$ cat src/rtl/ssh_pkg.sv
// ----------------------------------------------------------------------------
// ssh_pkg
// Shared types, constants and mixing functions for the stream hash block.
// ----------------------------------------------------------------------------
package ssh_pkg;

  localparam int unsigned HashW  = 32;
  localparam int unsigned ByteW  = 8;
  localparam int unsigned HalfW  = 16;
  localparam int unsigned HeldW  = 24;
  localparam int unsigned PhaseW = 2;

  localparam logic [PhaseW-1:0] PhaseFull = 2'd3;

  // Shift amounts of the main round, tail rule and avalanche
  localparam int unsigned Sh1  = 1;
  localparam int unsigned Sh3  = 3;
  localparam int unsigned Sh4  = 4;
  localparam int unsigned Sh5  = 5;
  localparam int unsigned Sh6  = 6;
  localparam int unsigned Sh10 = 10;
  localparam int unsigned Sh11 = 11;
  localparam int unsigned Sh16 = 16;
  localparam int unsigned Sh17 = 17;
  localparam int unsigned Sh18 = 18;
  localparam int unsigned Sh25 = 25;

  // One command from the front to the back
  typedef struct packed {
    logic               seed_vld;
    logic [HashW-1:0]   seed;
    logic               round_vld;
    logic [HalfW-1:0]   lo;
    logic [HalfW-1:0]   hi;
    logic               fin_vld;
    logic [HeldW-1:0]   held;
    logic [PhaseW-1:0]  count;
    logic               empty;
  } cmd_t;

  localparam int unsigned PipeStages = 4;

  typedef struct packed {
    logic [PipeStages-1:0] pipe_vld;
  } bk_status_t;

  function automatic logic [HashW-1:0] main_round(logic [HashW-1:0] h_in,
                                                  logic [HalfW-1:0] lo,
                                                  logic [HalfW-1:0] hi);
    logic [HashW-1:0] h;
    logic [HashW-1:0] t;
    h = h_in + {{(HashW-HalfW){1'b0}}, lo};
    t = ({{(HashW-HalfW){1'b0}}, hi} << Sh11) ^ h;
    h = (h << Sh16) ^ t;
    h = h + (h >> Sh11);
    return h;
  endfunction

  function automatic logic [HashW-1:0] tail_mix(logic [HashW-1:0] h_in,
                                                logic [HeldW-1:0] held,
                                                logic [PhaseW-1:0] count);
    logic [HashW-1:0] h;
    h = h_in;
    unique case (count)
      2'd3: begin
        h = h + {{(HashW-HalfW){1'b0}}, held[HalfW-1:0]};
        h = h ^ (h << Sh16);
        h = h ^ ({{(HashW-ByteW){1'b0}}, held[HeldW-1:HalfW]} << Sh18);
        h = h + (h >> Sh11);
      end
      2'd2: begin
        h = h + {{(HashW-HalfW){1'b0}}, held[HalfW-1:0]};
        h = h ^ (h << Sh11);
        h = h + (h >> Sh17);
      end
      2'd1: begin
        h = h + {{(HashW-ByteW){1'b0}}, held[ByteW-1:0]};
        h = h ^ (h << Sh10);
        h = h + (h >> Sh1);
      end
      default: h = h_in;
    endcase
    return h;
  endfunction

  // Avalanche, split in three parts of one xor-shift and one add each
  function automatic logic [HashW-1:0] aval_a(logic [HashW-1:0] h_in);
    logic [HashW-1:0] h;
    h = h_in ^ (h_in << Sh3);
    h = h + (h >> Sh5);
    return h;
  endfunction

  function automatic logic [HashW-1:0] aval_b(logic [HashW-1:0] h_in);
    logic [HashW-1:0] h;
    h = h_in ^ (h_in << Sh4);
    h = h + (h >> Sh17);
    return h;
  endfunction

  function automatic logic [HashW-1:0] aval_c(logic [HashW-1:0] h_in);
    logic [HashW-1:0] h;
    h = h_in ^ (h_in << Sh25);
    h = h + (h >> Sh6);
    return h;
  endfunction

endpackage

$ cat src/rtl/ssh_front.sv
// ----------------------------------------------------------------------------
// ssh_front
// Accepts bytes, tracks message framing and byte grouping, and issues seed,
// round and finish commands to the back end.
// ----------------------------------------------------------------------------
module ssh_front import ssh_pkg::*; (
  input  logic              clk_i,
  input  logic              rst_ni,
  input  logic              in_valid_i,
  output logic              in_ready_o,
  input  logic [ByteW-1:0]  data_byte_i,
  input  logic              byte_present_i,
  input  logic              message_start_i,
  input  logic              message_end_i,
  input  logic [HashW-1:0]  message_length_i,
  output logic              cmd_push_o,
  output cmd_t              cmd_o,
  input  logic              cmd_full_i
);

  logic              in_msg_q, in_msg_d;
  logic              any_q, any_d;
  logic [HeldW-1:0]  held_q, held_d;
  logic [PhaseW-1:0] phase_q, phase_d;

  logic              accept;
  logic              msg_eff;
  logic              any_eff;
  logic [HeldW-1:0]  held_eff;
  logic [PhaseW-1:0] phase_eff;
  logic              round;

  assign in_ready_o = !cmd_full_i;
  assign accept     = in_valid_i && in_ready_o;

  always_comb begin
    // A start drops any open message and reopens with a clean group
    msg_eff   = message_start_i || in_msg_q;
    any_eff   = message_start_i ? 1'b0 : any_q;
    held_eff  = message_start_i ? '0 : held_q;
    phase_eff = message_start_i ? '0 : phase_q;

    round   = 1'b0;
    held_d  = held_eff;
    phase_d = phase_eff;
    any_d   = any_eff;
    in_msg_d = msg_eff;

    if (msg_eff && byte_present_i) begin
      any_d = 1'b1;
      if (phase_eff == PhaseFull) begin
        round   = 1'b1;
        held_d  = '0;
        phase_d = '0;
      end else begin
        unique case (phase_eff)
          2'd0:    held_d[ByteW-1:0]       = data_byte_i;
          2'd1:    held_d[2*ByteW-1:ByteW] = data_byte_i;
          default: held_d[HeldW-1:2*ByteW] = data_byte_i;
        endcase
        phase_d = phase_eff + 2'd1;
      end
    end

    cmd_o.seed_vld  = message_start_i;
    cmd_o.seed      = message_length_i;
    cmd_o.round_vld = round;
    cmd_o.lo        = held_eff[HalfW-1:0];
    cmd_o.hi        = {data_byte_i, held_eff[HeldW-1:HalfW]};
    cmd_o.fin_vld   = message_end_i;
    cmd_o.held      = held_d;
    cmd_o.count     = phase_d;
    cmd_o.empty     = !any_d;

    cmd_push_o = accept && msg_eff && (message_start_i || round || message_end_i);

    if (msg_eff && message_end_i) begin
      in_msg_d = 1'b0;
      any_d    = 1'b0;
      held_d   = '0;
      phase_d  = '0;
    end
  end

  always_ff @(posedge clk_i or negedge rst_ni) begin
    if (!rst_ni) begin
      in_msg_q <= 1'b0;
      any_q    <= 1'b0;
      held_q   <= '0;
      phase_q  <= '0;
    end else if (accept) begin
      in_msg_q <= in_msg_d;
      any_q    <= any_d;
      held_q   <= held_d;
      phase_q  <= phase_d;
    end
  end

endmodule

$ cat src/rtl/ssh_cmd_fifo.sv
// ----------------------------------------------------------------------------
// ssh_cmd_fifo
// Two-entry command queue between front and back.
// ----------------------------------------------------------------------------
module ssh_cmd_fifo import ssh_pkg::*; (
  input  logic       clk_i,
  input  logic       rst_ni,
  input  logic       push_i,
  input  cmd_t       cmd_i,
  output logic       full_o,
  output logic       valid_o,
  output cmd_t       cmd_o,
  input  logic       pop_i,
  output logic [1:0] cnt_o
);

  cmd_t       mem_q [2];
  logic       wr_ptr_q, rd_ptr_q;
  logic [1:0] cnt_q, cnt_d;
  logic       do_push, do_pop;

  assign full_o  = (cnt_q == 2'd2);
  assign valid_o = (cnt_q != 2'd0);
  assign cmd_o   = mem_q[rd_ptr_q];
  assign cnt_o   = cnt_q;

  assign do_push = push_i && !full_o;
  assign do_pop  = pop_i && valid_o;

  always_comb begin
    cnt_d = cnt_q;
    if (do_push && !do_pop) begin
      cnt_d = cnt_q + 2'd1;
    end else if (do_pop && !do_push) begin
      cnt_d = cnt_q - 2'd1;
    end
  end

  always_ff @(posedge clk_i) begin
    if (do_push) begin
      mem_q[wr_ptr_q] <= cmd_i;
    end
  end

  always_ff @(posedge clk_i or negedge rst_ni) begin
    if (!rst_ni) begin
      wr_ptr_q <= 1'b0;
      rd_ptr_q <= 1'b0;
      cnt_q    <= '0;
    end else begin
      cnt_q <= cnt_d;
      if (do_push) begin
        wr_ptr_q <= !wr_ptr_q;
      end
      if (do_pop) begin
        rd_ptr_q <= !rd_ptr_q;
      end
    end
  end

endmodule

$ cat src/rtl/ssh_back.sv
// ----------------------------------------------------------------------------
// ssh_back
// Runs seed and main-round commands on the running hash and passes finished
// messages through the tail and avalanche pipeline to the output register.
// ----------------------------------------------------------------------------
module ssh_back import ssh_pkg::*; (
  input  logic             clk_i,
  input  logic             rst_ni,
  input  logic             cmd_valid_i,
  input  cmd_t             cmd_i,
  output logic             cmd_pop_o,
  output logic             hash_valid_o,
  input  logic             hash_ready_i,
  output logic [HashW-1:0] hash_value_o,
  output bk_status_t       status_o
);

  logic [HashW-1:0]  run_q, run_d;

  // Stage 1: hash before tail, stage 2: after tail, stages 3-4: avalanche
  logic [PipeStages-1:0] vld_q;
  logic [HashW-1:0]      h1_q, h2_q, h3_q, h4_q;
  logic [HeldW-1:0]      held1_q;
  logic [PhaseW-1:0]     cnt1_q;
  logic                  empty1_q;
  logic                  out_vld_q;
  logic [HashW-1:0]      out_q;

  logic [PipeStages-1:0] adv;
  logic                  out_rdy;
  logic [HashW-1:0]      h_cmd;

  assign out_rdy = !out_vld_q || hash_ready_i;

  always_comb begin
    adv[3] = !vld_q[3] || out_rdy;
    adv[2] = !vld_q[2] || adv[3];
    adv[1] = !vld_q[1] || adv[2];
    adv[0] = !vld_q[0] || adv[1];
  end

  assign cmd_pop_o = cmd_valid_i && adv[0];

  always_comb begin
    h_cmd = cmd_i.seed_vld ? cmd_i.seed : run_q;
    if (cmd_i.round_vld) begin
      h_cmd = main_round(run_q, cmd_i.lo, cmd_i.hi);
    end
    run_d = h_cmd;
  end

  always_ff @(posedge clk_i or negedge rst_ni) begin
    if (!rst_ni) begin
      run_q     <= '0;
      vld_q     <= '0;
      out_vld_q <= 1'b0;
    end else begin
      if (cmd_pop_o) begin
        run_q <= run_d;
      end
      if (adv[0]) vld_q[0] <= cmd_pop_o && cmd_i.fin_vld;
      if (adv[1]) vld_q[1] <= vld_q[0];
      if (adv[2]) vld_q[2] <= vld_q[1];
      if (adv[3]) vld_q[3] <= vld_q[2];
      if (out_rdy) out_vld_q <= vld_q[3];
    end
  end

  always_ff @(posedge clk_i) begin
    if (adv[0]) begin
      h1_q     <= h_cmd;
      held1_q  <= cmd_i.held;
      cnt1_q   <= cmd_i.count;
      empty1_q <= cmd_i.empty;
    end
    // An empty message mixes to zero, so zero it before the tail
    if (adv[1]) h2_q <= tail_mix(empty1_q ? '0 : h1_q, held1_q, cnt1_q);
    if (adv[2]) h3_q <= aval_a(h2_q);
    if (adv[3]) h4_q <= aval_b(h3_q);
    if (out_rdy) out_q <= aval_c(h4_q);
  end

  assign hash_valid_o      = out_vld_q;
  assign hash_value_o      = out_q;
  assign status_o.pipe_vld = vld_q;

endmodule

$ cat src/rtl/superfast_stream_hash.sv
// Stream hash: one message byte per cycle, one 32-bit hash per message.
// Throughput: one item accepted every cycle when the output is taken.
// After the end item is accepted, the hash passes through the command queue,
// finish stage, tail stage, two avalanche stages and the output register.
// Reset (rst_ni low, asynchronous): block goes idle, queue and pipeline empty.
// ----------------------------------------------------------------------------
// superfast_stream_hash
// Top level: front end, command queue and back end.
// ----------------------------------------------------------------------------
module superfast_stream_hash import ssh_pkg::*; (
  input  logic             clk_i,
  input  logic             rst_ni,
  input  logic             in_valid_i,
  output logic             in_ready_o,
  input  logic [ByteW-1:0] data_byte_i,
  input  logic             byte_present_i,
  input  logic             message_start_i,
  input  logic             message_end_i,
  input  logic [HashW-1:0] message_length_i,
  output logic             hash_valid_o,
  input  logic             hash_ready_i,
  output logic [HashW-1:0] hash_value_o
);

  logic       push;
  cmd_t       cmd_in;
  logic       full;
  logic       cmd_valid;
  cmd_t       cmd_out;
  logic       pop;
  logic [1:0] fifo_cnt;
  bk_status_t bk_status;

  ssh_front u_front (
    .clk_i            (clk_i),
    .rst_ni           (rst_ni),
    .in_valid_i       (in_valid_i),
    .in_ready_o       (in_ready_o),
    .data_byte_i      (data_byte_i),
    .byte_present_i   (byte_present_i),
    .message_start_i  (message_start_i),
    .message_end_i    (message_end_i),
    .message_length_i (message_length_i),
    .cmd_push_o       (push),
    .cmd_o            (cmd_in),
    .cmd_full_i       (full)
  );

  ssh_cmd_fifo u_fifo (
    .clk_i   (clk_i),
    .rst_ni  (rst_ni),
    .push_i  (push),
    .cmd_i   (cmd_in),
    .full_o  (full),
    .valid_o (cmd_valid),
    .cmd_o   (cmd_out),
    .pop_i   (pop),
    .cnt_o   (fifo_cnt)
  );

  ssh_back u_back (
    .clk_i        (clk_i),
    .rst_ni       (rst_ni),
    .cmd_valid_i  (cmd_valid),
    .cmd_i        (cmd_out),
    .cmd_pop_o    (pop),
    .hash_valid_o (hash_valid_o),
    .hash_ready_i (hash_ready_i),
    .hash_value_o (hash_value_o),
    .status_o     (bk_status)
  );

  a_fifo_bound: assert property (@(posedge clk_i) disable iff (!rst_ni)
    fifo_cnt <= 2'd2)
    else $error("command queue count out of range");

  a_ready_full: assert property (@(posedge clk_i) disable iff (!rst_ni)
    !in_ready_o |-> fifo_cnt == 2'd2)
    else $error("input stalled while queue has room");

  a_out_source: assert property (@(posedge clk_i) disable iff (!rst_ni)
    $rose(hash_valid_o) |-> $past(bk_status.pipe_vld[PipeStages-1]))
    else $error("hash shown without a finished message");

endmodule
$ cat config.mk
export PLATFORM = sky130hd
export DESIGN_NAME = superfast_stream_hash
export DESIGN_NICKNAME = d
export VERILOG_FILES = /design/src/rtl/ssh_pkg.sv /design/src/rtl/ssh_front.sv /design/src/rtl/ssh_cmd_fifo.sv /design/src/rtl/ssh_back.sv /design/src/rtl/superfast_stream_hash.sv
export SDC_FILE = /design/constraint.sdc
export NUM_CORES = 1
export LEC_CHECK = 0
export BUFFER_PORTS_ARGS = -buffer_cell sky130_fd_sc_hd__buf_2
export CAP_MARGIN = 20
export CORE_ASPECT_RATIO = 0.7
export CORE_MARGIN = 3
export CORE_UTILIZATION = 54
export CTS_BUF_LIST = sky130_fd_sc_hd__clkbuf_8
export CTS_CLUSTER_DIAMETER = 40
export DETAILED_ROUTE_END_ITERATION = 10
export PLACE_DENSITY_LB_ADDON = 0.08
export SYNTH_ARGS = -nofsm -noshare
export SYNTH_HDL_FRONTEND = slang
export SYNTH_SLANG_ARGS = --single-unit
$ cat constraint.sdc
create_clock -name clk_i -period 9.22 [get_ports clk_i]
set_input_delay 0 -clock clk_i [delete_from_list [all_inputs] [get_ports clk_i]]
set_output_delay 0 -clock clk_i [all_outputs]
set_load 0.005 [all_outputs]
# Word-level counts from Yosys, hierarchy flattened

Memories as Yosys holds them, arrays and structs flattened.
Cells that the tools add are included.

Input port bits: 47
Memories kept: 1
Output and inout port bits: 34
Flip-flop bits (word level): 256
RAM bits: 188

Reductions and logical operators: 34
Bitwise operators: 9
Eq/ne operators: 6
Muxes and demuxes: 25
Add/subtract/negate cells: 13

Memories:

| name         | words | width | read ports | clocked after memory_dff | wr ports | line               | source |
|---|---|---|---|---|---|---|---|
| u_fifo.mem_q | 2     | 94    | 1          | 0                        | 1        | ssh_cmd_fifo.sv:17 | `cmd_t mem_q [2];` |

Operators with widths:

| cell                  | number |
|---|---|
| $xor A32 B32 Y32      | 7 |
| $mux W24              | 4 |
| $mux W32              | 3 |
| $pmux W32 S3          | 1 |
| $add A32 B15 Y32      | 2 |
| $add A32 B16 Y32      | 2 |
| $add A32 B21 Y32      | 2 |
| $add A32 B26 Y32      | 1 |
| $add A32 B27 Y32      | 1 |
| $add A32 B31 Y32      | 1 |
| $add A32 B8 Y32       | 1 |
| $xor A27 B32 Y32      | 1 |
| $xor A32 B26 Y32      | 1 |
| $mux W8               | 3 |
| $mux W2               | 6 |
| $logic_and A1 B1 Y1   | 11 |
| $logic_not A1 Y1      | 11 |
| $eq A2 B2 Y1 const B  | 4 |
| $logic_or A1 B1 Y1    | 8 |
| $mux W1               | 8 |
| $add A2 B1 Y2 const B | 2 |
| $eq A2 B1 Y1 const B  | 2 |
| $reduce_bool A2 Y1    | 2 |
| $logic_not A2 Y1      | 1 |
| 2 further kinds       | 2 |

# Depth between registers and ports, before layout

Gate-level depths: netlist of the first run.

Word-level depth: 12
Mapped depth: 32
Gate-level depth less buffers: 28

# Modules after synthesis

Synthesis of the first run repeated with hierarchy kept, for this count alone.

Cell total of the unflattened synthesis: 2891
Area total of the unflattened synthesis: 31261.2 sq um

Modules (own cells, without submodules):

| module       | cells each | times used | area each (sq um) |
|---|---|---|---|
| ssh_back     | 2285       | 1          | 21600.7 |
| ssh_cmd_fifo | 312        | 1          | 7191.9 |
| ssh_front    | 294        | 1          | 2468.6 |

# Least setup slack after synthesis of the first run

OpenSTA, ideal clock, no wires.

Path kind: register -> register
From: register u_fifo.rd_ptr_q
To: register u_back.run_q[27]
Slack: 1627 ps
Library setup time: 125 ps
Cell stages (with the launch flop): 32
Data arrival time: 7468 ps
Path buffers: 4
Cell sequence: dfrtp_1 > clkbuf_1 > clkbuf_1 > clkbuf_1 > buf_1 > mux2_2 > ha_1 > inv_1 > fa_1 > nor2b_1 > o21ai_0 > a21oi_1 > o21ai_0 > a21oi_1 > o21ai_0 > o21a_1 > nor3_1 > xor2_1 > inv_1 > ha_1 > and3_1 > a211oi_1 > nor2b_1 > o21a_1 > a311oi_1 > a221oi_1 > o21a_1 > o21ai_0 > nor3_1 > nor3b_1 > o31a_1 > mux2_2

Longest elaborated chain between the ends: 6

Ends and longest elaborated chain:

| item                     | line               | source |
|---|---|---|
| start: declaration       | ssh_cmd_fifo.sv:18 | `logic wr_ptr_q, rd_ptr_q;` |
| start signal: assignment | ssh_cmd_fifo.sv:56 | `rd_ptr_q <= !rd_ptr_q;` |
| $mem_v2 Z2 W94 (*)       | n/a                |  |
| $add A32 B16 Y32         | ssh_pkg.sv:52      | `h = h_in + {{(HashW-HalfW){1'b0}}, lo};` |
| $xor A27 B32 Y32         | ssh_pkg.sv:53      | `t = ({{(HashW-HalfW){1'b0}}, hi} << Sh11) ^ h;` |
| $xor A32 B32 Y32         | ssh_pkg.sv:54      | `h = (h << Sh16) ^ t;` |
| $add A32 B21 Y32         | ssh_pkg.sv:55      | `h = h + (h >> Sh11);` |
| $mux W32 (*)             | ssh_back.sv:46     | `if (cmd_i.round_vld) begin` |
| via u_back.h_cmd[27]     | ssh_back.sv:31     | `logic [HashW-1:0] h_cmd;` |
| end signal: assignment   | ssh_back.sv:59     | `run_q <= run_d;` |
| end: declaration         | ssh_back.sv:18     | `logic [HashW-1:0] run_q, run_d;` |

Mark *: on every way through the listed nets, which the timed path passes. The rest lies on a longest branch.
A chain may end at the register's enable or synchronous reset.

# Worst setup path in the final report of the first run

Ends and elaborated chain as after synthesis.

==> results of run 1 <==
-- worst max path at each step --
stage	to	slack (ps)
finish	u_back.run_q[27]	1340
global route	u_back.run_q[27]	770
CTS	u_back.run_q[27]	1500
detailed placement	u_back.run_q[27]	1540
global placement	u_back.run_q[27]	1620
floorplan	u_back.run_q[27]	1630
-- worst max-delay path: cells and delay by family, from the launching register on --
kind / cells / cell delay (ps)
buffers and inverters: 2 / 750
DFF: 1 / 470
adders and majority gates: 2 / 710
AOI/OAI and AO/OA: 14 / 3860
muxes: 2 / 700
and+or+nand+nor: 5 / 920
xor gates and xnor gates: 1 / 360
-- cells by family (layout without fill, tap and decap cells) --
family	Yosys count	after routing	synth area share, %
fa+ha+maj	198	198	8.46
flops	444	444	43.2
simple gates	788	788	12.8
xor+xnor	425	425	13.1
other cells	0	1	0
mux	147	147	5.83
compound gates	648	648	14.1
buf+inv	193	394	2.52
-- final cells by class --
class                   count  area, sq um
clock inverters            48          435
clock buffers              77         1060
flip-flops and latches    444        13000
diodes                      1         2.50
inverters                 112          420
well taps                 730          913
fillers                  4445        21000
multi-input cells        2206        16400
repair buffers            157         1140
-- flip-flops by register name, indices dropped and copies added, names as in the netlist, 4 cells and up --
| signal | cells |
|---|---|
| u_back.run_q | 32 |
| u_front.held_q | 24 |
| u_back.hash_value_o | 32 |
| u_back.h4_q | 32 |
| u_back.status_o | 4 |
| u_back.h3_q | 32 |
| u_fifo.mem_q | 188 |
| u_back.held1_q | 24 |
| u_back.h2_q | 32 |
| u_back.h1_q | 32 |
-- metal layers --
| metal | share of wire [%] | track usage, % |
|---|---|---|
| met5 | 0 | 0 |
| met4 | 1.9 | 6.65 |
| met3 | 9.4 | 6.06 |
| met2 | 40 | 44.4 |
| met1 | 48 | 50.5 |
-- per-stage QoR --
| stage | instances | util, % | instance area (sq um) | hold WS (ps) |
|---|---|---|---|---|
| 2_1_floorplan | 2843 | - | 30100 | -296 |
| 3_3_place_gp | 3597 | 57.5 | 31300 | -62.9 |
| 3_5_place_dp | 3597 | 57.5 | 31300 | -62.6 |
| 4_1_cts | 3770 | 61.2 | 33300 | 11.5 |
| 5_1_grt | 3774 | 61.3 | 33300 | 58.9 |
| 6_report | 3775 | 61.3 | 33300 | 69.8 |
-- cells in the final DEF, fill, tap and decap left out, drive strengths merged, types with 109 or more instances in the layout --
cell type and count:
ha 188, a21oi 222, xor2 164, buf 109, xnor2 248, nand2 199, o21ai 115, inv 135
edfxtp 375, nor2 203
-- timing repair --
action | in CTS | in global routing
hold buffers | 48 | 0
endpoints found under the setup margin | 0 | 0
hold endpoints to repair | 235 | 0
==> qor.yml, run 1 <==
critical_path:
  r2r_end: "u_back.run_q[27]"
  worstSetupEndpointType: "register"
  cp_slowest_cell: "buf_4"
  rr_worst_depth: 26
  regToRegSetupSlack_ps: 1340
  path_class: "reg2reg"
  r2r-start: "u_fifo.rd_ptr_q"
  cp.required_ps: 9760
  path_max_fanout: 47
  arrival_ps: 8420
  crit_path_frequent_cell: "o21ai_0"
  critPathLaunch: "u_fifo.rd_ptr_q"
  critPathMaxStageDelay_ps: 610
  start_kind: "register"
hold_path:
  holdPathEnd: "u_fifo.mem_q[0][0]"
  min_from: "byte_present_i"
  min_path_cells: 4
  hp-class: "in2reg"
yosys:
  syn_nets: 3087
  synth_seq_area_share_pct: 43.2
  synth_edf_count: 375
  syn_area_per_cell_sq_um: 10.6
  synthCells: 2843
  syn_area_sq_mm: 0.0301
  synth_top_area_share_pct: 37.4
  synthFlopType: "edfxtp_1"
  ys_top_cells_by_count: "375 x edfxtp_1, 247 x xnor2_1, 221 x a21oi_1, 203 x nor2_1, 197 x nand2_1"
  synth_cell_type_count: 101
  yosysWarnings: 0
  ys_top_cells_by_area: "edfxtp_1 37%, ha_1 7.8%, xnor2_1 7.2%"
  yosys.area.top_type: "edfxtp_1"
  ys_ff_latch: 444
  post-synth-top-count-cell: "edfxtp_1"
  async_flop_share_pct: 15.5
detailed_routing:
  vias_per_cell: 6.18
  route.final.wire_length_um: 93000
  drc_errors: 0
  detail_route.wl_per_cell_um: 24.6
  initialDrtViolationCount: 2799
  num_vias: 23300
  antenna_left: 0
  firstDrtPassIters: 5
die:
  start_util_pct: 55.3
  die_w_um: 288
  ios: 81
  die_h_um: 203
  row_count: 71
  core-area_sq_mm: 0.0544
  die-area_sq_mm: 0.0586
cts:
  cts_setup_buffers: 0
  cts.clk_slew.worst_paths_ps: 60
  h-tree-depth: 3
  cts_sinks: 444
  clock_path_buffers: 3
  clk_latency_ps: 650
  clock-root-buffer: "clkbuf_8"
  cts_buffers: 72
  cts_resized: 0
  cts_tree: "yes"
place:
  io_buffers: 80
  dpl_worst_slack_ps: 1540
  gp_congestion: 1.03
  dp_hpwl_um: 71600
timing:
  worst_slack_ps: 1340
  rsz0062_at_grt: "no"
  setup_tns_ps: 0
  hold_violations: 0
  drv_slew: 0
  fmax_mhz: 127
  fin_skew_ps: 26.1
  finalSetupViolations: 0
  fin_crit_sh_pct: 85.4
  worstMarginPinSlew_ps: 1100
  relSlewSlack_pct: 26.0
  post-route-min-period_ps: 7880
outcome:
  status: "completed"
final_layout:
  syn_to_final_growth_pct: 10.8
  nNetsFinal: 3237
  drive_gt1_share_pct: 11.4
global_routing:
  grt_pass1_vias: 22100
  track_usage_pct: 31.7
  grt_pass1_wl_um: 139000
  grt_overflow: 0
  antenna_found_initial: 2
  grt_max_degree: 68
job:
  maxCapViolCount: 0
Power of run 1 is left out: the tool's default activity adds up to more than one toggle a clock period on the data nets, which glitch-free logic cannot reach.
==> inputs of run 2 (changes only) <==
Settings changed: RECOVER_POWER set to 25.
==> run 2 against run 1 <==
  * The flow now finishes with violations (capacitance limit, slew limit)
  * Worst hold slack gained 9.8 ps
  * Die area unchanged
  * Non-clock buffer count unchanged
  * Routed wire length about the same
  * Core utilization decreased by 0.17 points
  * Highest routed layer unchanged
  * Critical path depth stayed put
  * Critical path type unchanged
  * Cell count stayed put
  * Largest cell class unchanged
  * Fmax is 0.78% higher
  * Design area shrank 0.29%
  * Global-route usage unchanged
==> qor.yml, run 2 (synthesized netlist as in run 1, its figures left out) <==
outcome:
  status: "complete, but fails checks"
  violations: "capacitance limit, slew limit"
die:
  die-area_sq_mm: 0.0586
  start_util_pct: 55.3
  row_count: 71
  die_w_um: 288
  die_h_um: 203
  core-area_sq_mm: 0.0544
  ios: 81
final_layout:
  drive_gt1_share_pct: 9.49
  multiInputGateArea_sq_mm: 0.0164
  regMostFlops: "u_fifo.mem_q"
  largest_reg_flops: 188
  syn_to_final_growth_pct: 10.5
  n_fill_cell: 4485
  layout_common_cells: "375 x edfxtp_1, 247 x xnor2_1, 220 x a21oi_1"
  nNetsFinal: 3237
  final_common_cell: "edfxtp_1"
  final-seq-area_sq_mm: 0.0130
cts:
  cts_buffers: 72
  cts.clk_slew.worst_paths_ps: 60
  cts_setup_buffers: 0
  cts_tree: "yes"
  clock-root-buffer: "clkbuf_8"
  cts_sinks: 444
  clock_path_buffers: 3
  h-tree-depth: 3
  clk_latency_ps: 660
detailed_routing:
  initialDrtViolationCount: 2701
  drc_errors: 0
  num_vias: 23400
  vias_per_cell: 6.19
  antenna_left: 0
  firstDrtPassIters: 6
  detail_route.wl_per_cell_um: 24.6
  route.final.wire_length_um: 92900
timing:
  finalSetupViolations: 0
  worst_slack_ps: 1400
  post-route-min-period_ps: 7820
  relSlewSlack_pct: -102
  drv_slew: 48
  hold_violations: 0
  fin_crit_sh_pct: 84.8
  fin_skew_ps: 30.9
  setup_tns_ps: 0
  rsz0062_at_grt: "no"
  fmax_mhz: 128
  holdWs_ps: 79.6
  worstMarginPinSlew_ps: 3030
critical_path:
  path_class: "reg2reg"
  arrival_ps: 8360
  start_kind: "register"
  rr_worst_depth: 26
  path_max_fanout: 47
  cp.required_ps: 9760
  worstSetupEndpointType: "register"
global_routing:
  antenna_found_initial: 2
  grt_max_degree: 68
  track_usage_pct: 31.7
  grt_overflow: 0
  grt_pass1_vias: 22100
  grt_pass1_wl_um: 139000
place:
  dpl_worst_slack_ps: 1540
  io_buffers: 80
  dp_hpwl_um: 71600
  gp_congestion: 1.03
hold_path:
  min_path_cells: 2
  hp-class: "in2reg"
job:
  maxCapViolCount: 1
[run 2: area by class of cell]
cell class | instances | share of cell area [%]
Antenna cell | 1 | 0.00753
Clock buffer | 77 | 3.19
Clock inverter | 48 | 1.31
Inverter | 112 | 1.26
Multi-Input combinational cell | 2206 | 49.3
Sequential cell | 444 | 39.1
Tap cell | 730 | 2.75
Timing Repair Buffer | 157 | 3.15
[run 2: path summary, 6_finish.rpt]
kind                                        to  slack, ps            startpoint
hold reg to reg             u_back.status_o[2]        470    u_back.status_o[1]
hold / removal             u_fifo.mem_q[1][71]         80  message_length_i[10]
max in group asynchronous   u_back.status_o[1]       5780                rst_ni
min in group asynchronous   u_front.phase_q[0]        980                rst_ni
setup / recovery              u_back.run_q[27]       1400       u_fifo.rd_ptr_q
setup reg to reg              u_back.run_q[27]       1400       u_fifo.rd_ptr_q
[run 2: per-layer routing]
| layer | track usage, % | vias up | wire length (um) |
|---|---|---|---|
| met5 | 0 | - | 0 |
| met4 | 6.65 | 0 | 1840 |
| met3 | 6.06 | 124 | 8870 |
| met2 | 44.4 | 1106 | 37400 |
| met1 | 50.5 | 11400 | 44800 |
| li1 | - | 10700 | - |
[run 2: timing repair]
item,CTS,global route
gates resized for setup,0,0
endpoints found under the setup margin,0,0
hold buffers,48,0
endpoints found under the hold margin,235,0
[run 2: through the flow]
step | area, sq um | std cells | util, %
after floorplan | 30100 | 2843 | -
after global placement | 31300 | 3597 | 57.5
after detailed placement | 31300 | 3597 | 57.5
after CTS | 33300 | 3770 | 61.2
after global routing | 33200 | 3774 | 61.1
final | 33200 | 3775 | 61.1
[run 2: critical path, stage by stage (launching register included)]
cell and delay (ps):
dfrtp_4 470, buf_4 610, mux2_2 430, ha_1 320, o21ai_0 120, a21oi_1 210
o21ai_0 190, a21oi_1 330, o21ai_0 350, o21a_1 300, nor3_1 340, xor2_1 340
inv_1 140, ha_1 390, a21oi_1 190, nor2b_1 80, a211oi_1 270, nor2b_1 80
o21a_1 170, a311oi_1 450, a221oi_1 160, o21a_1 230, o21ai_0 540, nor3_1 210
nor3b_1 190, o31a_1 320, mux2_2 270
Power of run 2 is left out for the same reason.
